### src/rtl/core/bdr_pkg.sv
// Shared types and constants of the button debouncer with auto-repeat.
// No dependencies; imported by the interfaces, the top level and the checker.
package bdr_pkg;

   localparam int DEF_NUM_BUTTONS  = 8;
   localparam int DEF_HISTORY_BITS = 64;
   localparam int PIN_BITS         = 8;
   localparam int MAX_EVENTS       = 8;
   localparam int TICK_BITS        = 16;
   localparam int FIFO_DEPTH       = 4 * MAX_EVENTS;

   // configuration register indexes
   localparam logic [1:0] CSR_DEBOUNCE_SAMPLES = 2'd0;
   localparam logic [1:0] CSR_REPEAT_DELAY     = 2'd1;
   localparam logic [1:0] CSR_REPEAT_INTERVAL  = 2'd2;

   localparam logic [6:0]  RST_DEBOUNCE_SAMPLES = 7'd5;
   localparam logic [15:0] RST_REPEAT_DELAY     = 16'd500;
   localparam logic [15:0] RST_REPEAT_INTERVAL  = 16'd100;

   // event codes
   localparam logic [1:0] EV_RELEASE = 2'd0;
   localparam logic [1:0] EV_PRESS   = 2'd1;
   localparam logic [1:0] EV_REPEAT  = 2'd2;
   localparam logic [1:0] EV_UNUSED  = 2'd3;

   typedef struct packed {
      logic [2:0] button_index;
      logic [1:0] event_kind;
      logic       last_of_tick;
   } bdr_event_type;

endpackage

### src/rtl/core/bdr_if.sv
// Valid/ready channel interfaces of the button debouncer: poll ticks in,
// button events out. Depends on bdr_pkg.
interface bdr_req_if import bdr_pkg::*; ();
   logic                valid;
   logic                ready;
   logic [PIN_BITS-1:0] pin_levels_n;

   modport source (output valid, output pin_levels_n, input ready);
   modport sink   (input valid, input pin_levels_n, output ready);
endinterface

interface bdr_rsp_if import bdr_pkg::*; ();
   logic       valid;
   logic       ready;
   logic [2:0] button_index;
   logic [1:0] event_kind;
   logic       last_of_tick;

   modport source (output valid, output button_index, output event_kind,
                   output last_of_tick, input ready);
   modport sink   (input valid, input button_index, input event_kind,
                   input last_of_tick, output ready);
endinterface

### src/rtl/core/button_debounce_repeat.sv
// Top level of the button debouncer with auto-repeat.
// Depends on bdr_pkg and the channel interfaces in bdr_if.sv.
//
// Each poll tick visits all buttons in turn: the per-button records (sample
// history, held flag, hold counter) sit in one state memory that is read,
// updated and written back one button per cycle, so the memory port sets the
// rate. A new tick is taken in the cycle the previous one issues its last
// button, so ticks run back to back. Events go through a 32-entry queue and
// leave one per cycle while ready is high; a tick is accepted only while the
// queue has at least 16 free entries. Events of a tick come out in ascending
// button order, at most eight per tick, the final one flagged by last_of_tick.
module button_debounce_repeat
   import bdr_pkg::*;
#(
   parameter int NUM_BUTTONS  = DEF_NUM_BUTTONS,
   parameter int HISTORY_BITS = DEF_HISTORY_BITS
) (
   input  logic        clock,
   input  logic        reset,
   bdr_req_if.sink     req_chan,
   bdr_rsp_if.source   rsp_chan,
   input  logic        csr_we,
   input  logic [1:0]  csr_index,
   input  logic [15:0] csr_wdata
);

   localparam int BW        = (NUM_BUTTONS > 1) ? $clog2(NUM_BUTTONS) : 1;
   localparam int IDXW      = (BW > 4) ? BW : 4;
   localparam int EW        = HISTORY_BITS + 1 + TICK_BITS;
   localparam int FPW       = $clog2(FIFO_DEPTH);
   localparam int FCW       = FPW + 1;
   localparam int ECW       = $clog2(MAX_EVENTS + 1);
   localparam logic [BW-1:0]  LAST_BTN    = BW'(NUM_BUTTONS - 1);
   localparam logic [FCW-1:0] FIFO_THRESH = FCW'(FIFO_DEPTH - 2 * MAX_EVENTS);

   // configuration
   logic [6:0]           debounce_ff;
   logic [TICK_BITS-1:0] delay_ff;
   logic [TICK_BITS-1:0] interval_ff;

   // read stage
   logic                busy_ff, busy_in;
   logic [BW-1:0]       btn_ff, btn_in;
   logic [PIN_BITS-1:0] levels_ff, levels_in;
   logic                accept;
   logic                rd_bit;
   logic [IDXW-1:0]     rd_btn_wide;

   // state memory
   logic [EW-1:0]          state_mem [NUM_BUTTONS];
   logic [NUM_BUTTONS-1:0] written_ff, written_in;
   logic [EW-1:0]          rd_data_ff;
   logic                   rd_valid_ff;

   // update stage
   logic                 s1_valid_ff, s1_valid_in;
   logic [BW-1:0]        s1_btn_ff, s1_btn_in;
   logic                 s1_bit_ff, s1_bit_in;
   logic [IDXW-1:0]      s1_btn_wide;
   logic                 s1_last;
   logic [EW-1:0]        wr_data;
   logic [HISTORY_BITS-1:0] hist_old, hist_new, dmask, win;
   logic                 held_old, held_new;
   logic [TICK_BITS-1:0] ticks_old, ticks_new, ticks_inc, reload;
   logic                 kind_valid;
   logic [1:0]           kind;
   logic                 take;
   logic [6:0]           win_len;

   // event sequencing
   logic [ECW-1:0]  ev_cnt_ff, ev_cnt_in, ev_base;
   logic            pend_valid_ff, pend_valid_in;
   bdr_event_type   pend_ff, pend_in;
   bdr_event_type   new_ev, push_d0, push_d1;
   logic [1:0]      push_cnt;

   // event queue
   bdr_event_type   fifo_mem [FIFO_DEPTH];
   logic [FPW-1:0]  wr_ptr_ff, wr_ptr_in, rd_ptr_ff, rd_ptr_in;
   logic [FCW-1:0]  count_ff, count_in;
   logic            pop;
   bdr_event_type   head;

   // read stage and handshake
   always_comb begin
      req_chan.ready = (!busy_ff || btn_ff == LAST_BTN) && (count_ff <= FIFO_THRESH);
      accept         = req_chan.valid && req_chan.ready;
      levels_in      = accept ? req_chan.pin_levels_n : levels_ff;
      busy_in        = accept || (busy_ff && btn_ff != LAST_BTN);
      if (accept || !busy_ff || btn_ff == LAST_BTN) begin
         btn_in = '0;
      end else begin
         btn_in = btn_ff + 1'b1;
      end
      rd_btn_wide = IDXW'(btn_ff);
      // buttons beyond the pin word read as released
      rd_bit      = (rd_btn_wide < IDXW'(PIN_BITS)) ? ~levels_ff[rd_btn_wide[2:0]] : 1'b0;
      s1_valid_in = busy_ff;
      s1_btn_in   = btn_ff;
      s1_bit_in   = rd_bit;
   end

   // window mask and repeat reload from configuration
   always_comb begin
      if (debounce_ff == 7'd0) begin
         win_len = 7'd1;
      end else if (debounce_ff > 7'(HISTORY_BITS)) begin
         win_len = 7'(HISTORY_BITS);
      end else begin
         win_len = debounce_ff;
      end
      for (int k = 0; k < HISTORY_BITS; k++) begin
         dmask[k] = (7'(k) < win_len);
      end
      reload = (interval_ff > delay_ff) ? '0 : delay_ff - interval_ff;
   end

   // update stage: debounce and hold counting for one button
   always_comb begin
      if (rd_valid_ff) begin
         hist_old  = rd_data_ff[EW-1 -: HISTORY_BITS];
         held_old  = rd_data_ff[TICK_BITS];
         ticks_old = rd_data_ff[TICK_BITS-1:0];
      end else begin
         hist_old  = HISTORY_BITS'(2);
         held_old  = 1'b0;
         ticks_old = '0;
      end
      hist_new   = HISTORY_BITS'({hist_old, s1_bit_ff});
      win        = hist_new & dmask;
      held_new   = held_old;
      ticks_new  = ticks_old;
      kind_valid = 1'b0;
      kind       = EV_RELEASE;
      ticks_inc  = (ticks_old != '1) ? ticks_old + 1'b1 : ticks_old;
      if (win == '0) begin
         if (held_old) begin
            held_new   = 1'b0;
            kind_valid = 1'b1;
            kind       = EV_RELEASE;
         end
      end else if (win == dmask) begin
         if (held_old) begin
            ticks_new = ticks_inc;
            if (ticks_inc >= delay_ff) begin
               ticks_new  = reload;
               kind_valid = 1'b1;
               kind       = EV_REPEAT;
            end
         end else begin
            held_new   = 1'b1;
            ticks_new  = '0;
            kind_valid = 1'b1;
            kind       = EV_PRESS;
         end
      end
      wr_data = {hist_new, held_new, ticks_new};
   end

   // event ordering: hold one event back until the next one or the tick end
   always_comb begin
      s1_btn_wide  = IDXW'(s1_btn_ff);
      s1_last      = (s1_btn_ff == LAST_BTN);
      ev_base      = (s1_btn_ff == '0) ? '0 : ev_cnt_ff;
      take         = s1_valid_ff && kind_valid && (ev_base < ECW'(MAX_EVENTS));
      new_ev.button_index = s1_btn_wide[2:0];
      new_ev.event_kind   = kind;
      new_ev.last_of_tick = 1'b0;
      ev_cnt_in     = s1_valid_ff ? ev_base + ECW'(take) : ev_cnt_ff;
      pend_valid_in = pend_valid_ff;
      pend_in       = pend_ff;
      push_cnt      = 2'd0;
      push_d0       = pend_ff;
      push_d1       = new_ev;
      if (s1_valid_ff) begin
         if (!s1_last) begin
            if (take) begin
               push_cnt      = pend_valid_ff ? 2'd1 : 2'd0;
               pend_valid_in = 1'b1;
               pend_in       = new_ev;
            end
         end else begin
            pend_valid_in = 1'b0;
            if (take) begin
               if (pend_valid_ff) begin
                  push_d1.last_of_tick = 1'b1;
                  push_cnt = 2'd2;
               end else begin
                  push_d0 = new_ev;
                  push_d0.last_of_tick = 1'b1;
                  push_cnt = 2'd1;
               end
            end else if (pend_valid_ff) begin
               push_d0.last_of_tick = 1'b1;
               push_cnt = 2'd1;
            end
         end
      end
   end

   // event queue pointers and output
   always_comb begin
      head                  = fifo_mem[rd_ptr_ff];
      rsp_chan.valid        = (count_ff != '0);
      rsp_chan.button_index = head.button_index;
      rsp_chan.event_kind   = head.event_kind;
      rsp_chan.last_of_tick = head.last_of_tick;
      pop       = rsp_chan.valid && rsp_chan.ready;
      wr_ptr_in = wr_ptr_ff + FPW'(push_cnt);
      rd_ptr_in = rd_ptr_ff + FPW'(pop);
      count_in  = count_ff + FCW'(push_cnt) - FCW'(pop);
      written_in = written_ff;
      if (s1_valid_ff) begin
         written_in[s1_btn_ff] = 1'b1;
      end
   end

   always_ff @(posedge clock) begin
      if (reset) begin
         debounce_ff   <= RST_DEBOUNCE_SAMPLES;
         delay_ff      <= RST_REPEAT_DELAY;
         interval_ff   <= RST_REPEAT_INTERVAL;
         busy_ff       <= 1'b0;
         btn_ff        <= '0;
         s1_valid_ff   <= 1'b0;
         written_ff    <= '0;
         ev_cnt_ff     <= '0;
         pend_valid_ff <= 1'b0;
         wr_ptr_ff     <= '0;
         rd_ptr_ff     <= '0;
         count_ff      <= '0;
      end else begin
         if (csr_we) begin
            unique case (csr_index)
               CSR_DEBOUNCE_SAMPLES: debounce_ff <= csr_wdata[6:0];
               CSR_REPEAT_DELAY:     delay_ff    <= csr_wdata;
               CSR_REPEAT_INTERVAL:  interval_ff <= csr_wdata;
               default: ;
            endcase
         end
         busy_ff       <= busy_in;
         btn_ff        <= btn_in;
         s1_valid_ff   <= s1_valid_in;
         written_ff    <= written_in;
         ev_cnt_ff     <= ev_cnt_in;
         pend_valid_ff <= pend_valid_in;
         wr_ptr_ff     <= wr_ptr_in;
         rd_ptr_ff     <= rd_ptr_in;
         count_ff      <= count_in;
      end
   end

   // payload registers
   always_ff @(posedge clock) begin
      levels_ff <= levels_in;
      s1_btn_ff <= s1_btn_in;
      s1_bit_ff <= s1_bit_in;
      pend_ff   <= pend_in;
   end

   // state memory: write back the update, read the next button with bypass
   always_ff @(posedge clock) begin
      if (s1_valid_ff) begin
         state_mem[s1_btn_ff] <= wr_data;
      end
      if (s1_valid_ff && s1_btn_ff == btn_ff) begin
         rd_data_ff  <= wr_data;
         rd_valid_ff <= 1'b1;
      end else begin
         rd_data_ff  <= state_mem[btn_ff];
         rd_valid_ff <= written_ff[btn_ff];
      end
   end

   // event queue storage
   always_ff @(posedge clock) begin
      if (push_cnt != 2'd0) begin
         fifo_mem[wr_ptr_ff] <= push_d0;
      end
      if (push_cnt == 2'd2) begin
         fifo_mem[wr_ptr_ff + 1'b1] <= push_d1;
      end
   end

endmodule

### src/flat_wrapper.sv
// flat-port wrapper written by rule: the top's interface ports become plain ports
module button_debounce_repeat_flat import bdr_pkg::*;
#(
   parameter int NUM_BUTTONS  = DEF_NUM_BUTTONS,
   parameter int HISTORY_BITS = DEF_HISTORY_BITS
)
  (clock, reset, csr_we, csr_index, csr_wdata, req_chan_valid, req_chan_pin_levels_n, req_chan_ready, rsp_chan_valid, rsp_chan_button_index, rsp_chan_event_kind, rsp_chan_last_of_tick, rsp_chan_ready);
  bdr_req_if req_chan_i ();
  bdr_rsp_if rsp_chan_i ();
  input  logic clock;
  input  logic reset;
  input  logic csr_we;
  input  logic [1:0] csr_index;
  input  logic [15:0] csr_wdata;
  input wire logic [$bits(req_chan_i.valid)-1:0] req_chan_valid;
  input wire logic [$bits(req_chan_i.pin_levels_n)-1:0] req_chan_pin_levels_n;
  output wire logic [$bits(req_chan_i.ready)-1:0] req_chan_ready;
  output wire logic [$bits(rsp_chan_i.valid)-1:0] rsp_chan_valid;
  output wire logic [$bits(rsp_chan_i.button_index)-1:0] rsp_chan_button_index;
  output wire logic [$bits(rsp_chan_i.event_kind)-1:0] rsp_chan_event_kind;
  output wire logic [$bits(rsp_chan_i.last_of_tick)-1:0] rsp_chan_last_of_tick;
  input wire logic [$bits(rsp_chan_i.ready)-1:0] rsp_chan_ready;
  assign req_chan_i.valid = req_chan_valid;
  assign req_chan_i.pin_levels_n = req_chan_pin_levels_n;
  assign req_chan_ready = req_chan_i.ready;
  assign rsp_chan_valid = rsp_chan_i.valid;
  assign rsp_chan_button_index = rsp_chan_i.button_index;
  assign rsp_chan_event_kind = rsp_chan_i.event_kind;
  assign rsp_chan_last_of_tick = rsp_chan_i.last_of_tick;
  assign rsp_chan_i.ready = rsp_chan_ready;
  button_debounce_repeat #(.NUM_BUTTONS(NUM_BUTTONS), .HISTORY_BITS(HISTORY_BITS)) u_core (.clock(clock), .reset(reset), .req_chan(req_chan_i), .rsp_chan(rsp_chan_i), .csr_we(csr_we), .csr_index(csr_index), .csr_wdata(csr_wdata));
endmodule
### config.mk
export PLATFORM = sky130hd
export DESIGN_NAME = button_debounce_repeat_flat
export DESIGN_NICKNAME = d
export VERILOG_FILES = /design/src/rtl/core/bdr_pkg.sv /design/src/rtl/core/bdr_if.sv /design/src/rtl/core/button_debounce_repeat.sv /design/src/flat_wrapper.sv
export SDC_FILE = /design/constraint.sdc
export NUM_CORES = 2
export LEC_CHECK = 0
export BUFFER_PORTS_ARGS = -buffer_cell sky130_fd_sc_hd__buf_2
export CAP_MARGIN = 5
export CORE_ASPECT_RATIO = 1.2
export CORE_MARGIN = 2
export CORE_UTILIZATION = 53
export CTS_CLUSTER_DIAMETER = 150
export CTS_CLUSTER_SIZE = 14
export DETAILED_ROUTE_END_ITERATION = 10
export PLACE_DENSITY = 0.69
export SLEW_MARGIN = 20
export SYNTH_ARGS = -nofsm -noshare
export SYNTH_HDL_FRONTEND = slang
export SYNTH_SLANG_ARGS = --single-unit
### constraint.sdc
create_clock -name clock -period 15.2 [get_ports clock]
set_clock_uncertainty 0.05 [all_clocks]
set_input_delay 0.76 -clock clock [delete_from_list [all_inputs] [get_ports clock]]
set_output_delay 0.76 -clock clock [all_outputs]
set_load 0.1 [all_outputs]
==> impl_metrics.prom <==
# TYPE chip_impl_metric gauge
chip_impl_metric{name="setup.reg_to_reg.worst_slack",unit="ns"} 7.21
chip_impl_metric{name="floorplan.die.width",unit="um"} 266
chip_impl_info{name="worst_hold_path_type",value="in2reg"} 1
chip_impl_metric{name="die-area",unit="um^2"} 84800
chip_impl_metric{name="flow.area_growth_from_synthesis",unit="%"} 8.14
chip_impl_metric{name="post_cts_resized",unit=""} 0
chip_impl_metric{name="detailed_place.area",unit="um^2"} 44900
chip_impl_metric{name="worst-r2r-cell-count",unit=""} 30
chip_impl_info{name="unrepaired_setup_endpoints_after_global_routing",value="false"} 1
chip_impl_info{name="cts.root.buffer_cell",value="clkbuf_16"} 1
chip_impl_metric{name="synth.distinct_cells",unit=""} 83
chip_impl_metric{name="initial_core_util",unit=""} 0.534
chip_impl_metric{name="detailed_route_drc_error_count",unit=""} 0
chip_impl_metric{name="worstHoldPathCells",unit=""} 1
chip_impl_info{name="critPathLaunchType",value="flop"} 1
chip_impl_metric{name="timing.fmax",unit="GHz"} 0.125
chip_impl_metric{name="post_cts.repair.setup_buffers",unit=""} 0
chip_impl_metric{name="cts.sinks",unit=""} 1003
chip_impl_metric{name="postSynthNetCount",unit=""} 3038
chip_impl_metric{name="netlist_area",unit="um^2"} 43700
chip_impl_metric{name="p_per_area",unit="nW/um^2"} 130
chip_impl_metric{name="maxCapViolations",unit=""} 0
chip_impl_metric{name="layout.filler_cells",unit=""} 6224
chip_impl_metric{name="tightest_slew",unit="ns"} 1.11
chip_impl_metric{name="cts_made_buffers",unit=""} 81
chip_impl_metric{name="final-max-slew-violation-count",unit=""} 0
chip_impl_metric{name="timing.critical_path.fanout_max",unit=""} 59
chip_impl_info{name="critical_path_class",value="reg2reg"} 1
chip_impl_metric{name="routed_wirelength",unit="um"} 103000
chip_impl_info{name="synth.area.top_cells",value="edfxtp_1 58%, mux4_2 12%, dfxtp_1 7.2%"} 1
chip_impl_metric{name="finalHoldViolations",unit=""} 0
chip_impl_metric{name="net_total_in_the_final_layout",unit=""} 3014
chip_impl_metric{name="drt_iter0_markers",unit=""} 2354
chip_impl_metric{name="crit_arrival",unit="ns"} 8.46
chip_impl_metric{name="placeableCoreArea",unit="um^2"} 81900
chip_impl_metric{name="asyncSetResetFlopFracSynth",unit=""} 0
chip_impl_info{name="crit_slowest_cell",value="dfxtp_4"} 1
chip_impl_metric{name="antenna_left",unit=""} 0
chip_impl_metric{name="worst_slew_margin_rel",unit=""} 0.255
chip_impl_metric{name="synth_top_area_frac",unit=""} 0.581
chip_impl_metric{name="via_count_of_the_first_global_routing_pass",unit=""} 25900
chip_impl_metric{name="worstSkewPairLatency",unit="ns"} 0.65
chip_impl_metric{name="delay_of_the_slowest_cell_on_the_worst_path",unit="ns"} 0.81
chip_impl_metric{name="synth_seq_cells",unit=""} 1003
chip_impl_metric{name="finalWorstPathRequiredPeriod",unit="ns"} 7.99
chip_impl_metric{name="number_of_synthesized_flops_with_an_enable_pin",unit=""} 845
chip_impl_metric{name="dp.final_hpwl",unit="um"} 63700
chip_impl_metric{name="post_synth_inst_count",unit=""} 2952
chip_impl_metric{name="sequential_element_share_of_the_synthesized_area",unit=""} 0.653
chip_impl_info{name="run_status",value="finished, final reports clean"} 1
chip_impl_metric{name="post_synth.cell_area_avg",unit="um^2"} 14.8
chip_impl_metric{name="num_io_pins",unit=""} 39
chip_impl_metric{name="floorplan.rows",unit=""} 115
chip_impl_metric{name="gp_congestion",unit=""} 0.951
chip_impl_metric{name="viasPerCell",unit=""} 6.18
chip_impl_metric{name="p_total",unit="mW"} 6.14
chip_impl_metric{name="p_leak",unit="nW"} 16.4
chip_impl_metric{name="cp.required",unit="ns"} 15.67
chip_impl_info{name="tritoncts_clock_tree",value="built"} 1
chip_impl_metric{name="peakVddDrop",unit="mV"} 0.114
chip_impl_metric{name="wl_per_cell",unit="um"} 25.5
chip_impl_metric{name="timing.final.crit_share",unit=""} 0.526
chip_impl_metric{name="globalRouteOverflowTotal",unit=""} 0
chip_impl_metric{name="finished_layout_cell_area",unit="um^2"} 47300
chip_impl_metric{name="grt.total_usage",unit=""} 0.246
chip_impl_metric{name="clkSlewWorstSetupHoldPaths",unit="ns"} 0.07
chip_impl_metric{name="setup_total_negative_slack",unit="ns"} 0
chip_impl_info{name="critical_path.endpoint_type",value="flop"} 1
chip_impl_info{name="worst_path_most_repeated_cell",value="ha_1"} 1
chip_impl_metric{name="antenna_found_initial",unit=""} 5
chip_impl_metric{name="maximum_number_of_pins_on_one_net_before_global_route_repair",unit=""} 166
chip_impl_metric{name="drt_pass1_iterations",unit=""} 5
chip_impl_info{name="synth_top_cell_by_area",value="edfxtp_1"} 1
chip_impl_metric{name="chipHeight",unit="um"} 319
chip_impl_metric{name="setup_viol",unit=""} 0
chip_impl_metric{name="final_layout_size_suffix_gt1_frac",unit=""} 0.172
chip_impl_metric{name="detailroute.via_count",unit=""} 25000
chip_impl_info{name="synthFlopType",value="edfxtp_1"} 1
chip_impl_metric{name="seq_area",unit="um^2"} 28600
chip_impl_metric{name="grt_first_pass_wirelength",unit="um"} 158000
chip_impl_metric{name="clock_tree.buffer_depth",unit=""} 3
chip_impl_metric{name="htreeDepth",unit=""} 3
chip_impl_metric{name="synth_warnings",unit=""} 0
chip_impl_metric{name="cts.hold.buffers_added",unit=""} 0
chip_impl_metric{name="multiInputGateArea",unit="um^2"} 14200
chip_impl_metric{name="numPortBuffers",unit=""} 38
[synthesized netlist by cell type, types with 14 or more instances]
library cell and n:
a211o_1 14, a21oi_1 155, a22oi_1 17, and2_1 55
and2_4 14, buf_1 41, buf_2 19, clkbuf_1 123
dfxtp_1 158, edfxtp_1 845, ha_1 52, inv_1 81
mux2_2 59, mux2i_1 90, mux4_2 224, nand2_1 346
nand3_1 33, nand4_1 14, nor2_1 194, nor2b_1 26
nor3_1 26, nor4_1 21, o21a_1 21, o21ai_0 64
xnor2_1 24, xor2_1 15
[area by class of cell]
type	count	share of cell area
Antenna cell	2	0.000106
Clock buffer	144	0.0492
Clock inverter	3	0.000688
Inverter	81	0.00649
Multi-Input combinational cell	1681	0.300
Sequential cell	1003	0.604
Tap cell	1053	0.0279
Timing Repair Buffer	80	0.0112
[cell usage in the layout, fill, tap and decap left out, types with 15 or more instances in the layout]
master	netlist	final
buf_4	0	40
o21ai_0	64	60
nor2_1	194	188
buf_2	19	38
a22oi_1	17	17
mux2i_1	90	90
nor3_1	26	25
clkbuf_16	0	84
and2_1	55	54
and2_4	14	15
a21oi_1	155	155
edfxtp_1	845	845
mux2_2	59	59
nor4_1	21	20
inv_1	81	80
nand3_1	33	33
ha_1	52	52
mux4_2	224	224
xor2_1	15	15
xnor2_1	24	24
clkbuf_1	123	60
o21a_1	21	21
nor2b_1	26	23
nand2_1	346	345
dfxtp_1	158	152
[stage by stage]
step | worst slack, ns | hold slack [ns] | utilization | cells
after floorplan | 8.08 | 0.304 | - | 2952
after global placement | 7.06 | 0.393 | 0.548 | 3898
after detailed placement | 6.88 | 0.398 | 0.548 | 3898
after CTS | 6.81 | 0.211 | 0.577 | 4045
after global routing | 6.47 | 0.224 | 0.577 | 4047
final | 7.21 | 0.247 | 0.577 | 4047
[path summary, 6_finish.rpt]
check	end	from
max	u_core.count_ff[5]	u_core.rd_valid_ff
min	u_core.levels_ff[4]	req_chan_pin_levels_n[4]
max reg2reg	u_core.count_ff[5]	u_core.rd_valid_ff
min reg2reg	u_core.interval_ff[7]	u_core.interval_ff[7]
[cell families after synthesis]
logic type | after synthesis | synth area share
adders and majority gates | 57 | 0.0167
buffers and inverters | 268 | 0.0242
DFF | 1003 | 0.653
and+or+nand+nor | 807 | 0.0861
xor gates and xnor gates | 39 | 0.00782
muxes | 387 | 0.155
AOI/OAI and AO/OA | 391 | 0.0569
[sequential cells by signal (all words and copies together), names as in the netlist, 3 cells and up]
signal and flops:
u_core.s1_btn_ff 3, u_core.state_mem 640, u_core.written_ff 8, u_core.ev_cnt_ff 4
u_core.levels_ff 8, u_core.fifo_mem 192, u_core.pend_ff 5, u_core.rd_data_ff 80
u_core.debounce_ff 7, u_core.rd_ptr_ff 5, u_core.btn_ff 3, u_core.wr_ptr_ff 5
u_core.delay_ff 16, u_core.count_ff 6, u_core.interval_ff 16
[critical path: cells and delay by family, from the launching register on]
kind | cells | cell delay, ns
buffers and inverters | 3 | 0.27
AO/OA/AOI/OAI | 9 | 2.26
AND/OR/NAND/NOR | 11 | 2.87
flip-flops | 1 | 0.81
XOR/XNOR | 2 | 0.27
adder cells (fa/ha/maj) | 5 | 1.30
[metal layers]
layer / wire [um] / GRT usage / up-vias
li1: - / - / 11200
met1: 42500 / 0.329 / 12800
met2: 51800 / 0.419 / 794
met3: 5580 / 0.0333 / 200
met4: 3090 / 0.0808 / 6
met5: 34 / 0 / -
[power by group]
group / internal, mW / switching (mW) / total (mW)
logic: 0.346 / 0.543 / 0.889
registers: 3.17 / 0.123 / 3.29
clock network: 1.04 / 0.922 / 1.96
total: 4.55 / 1.59 / 6.14
(Power assumes the default switching activity.)
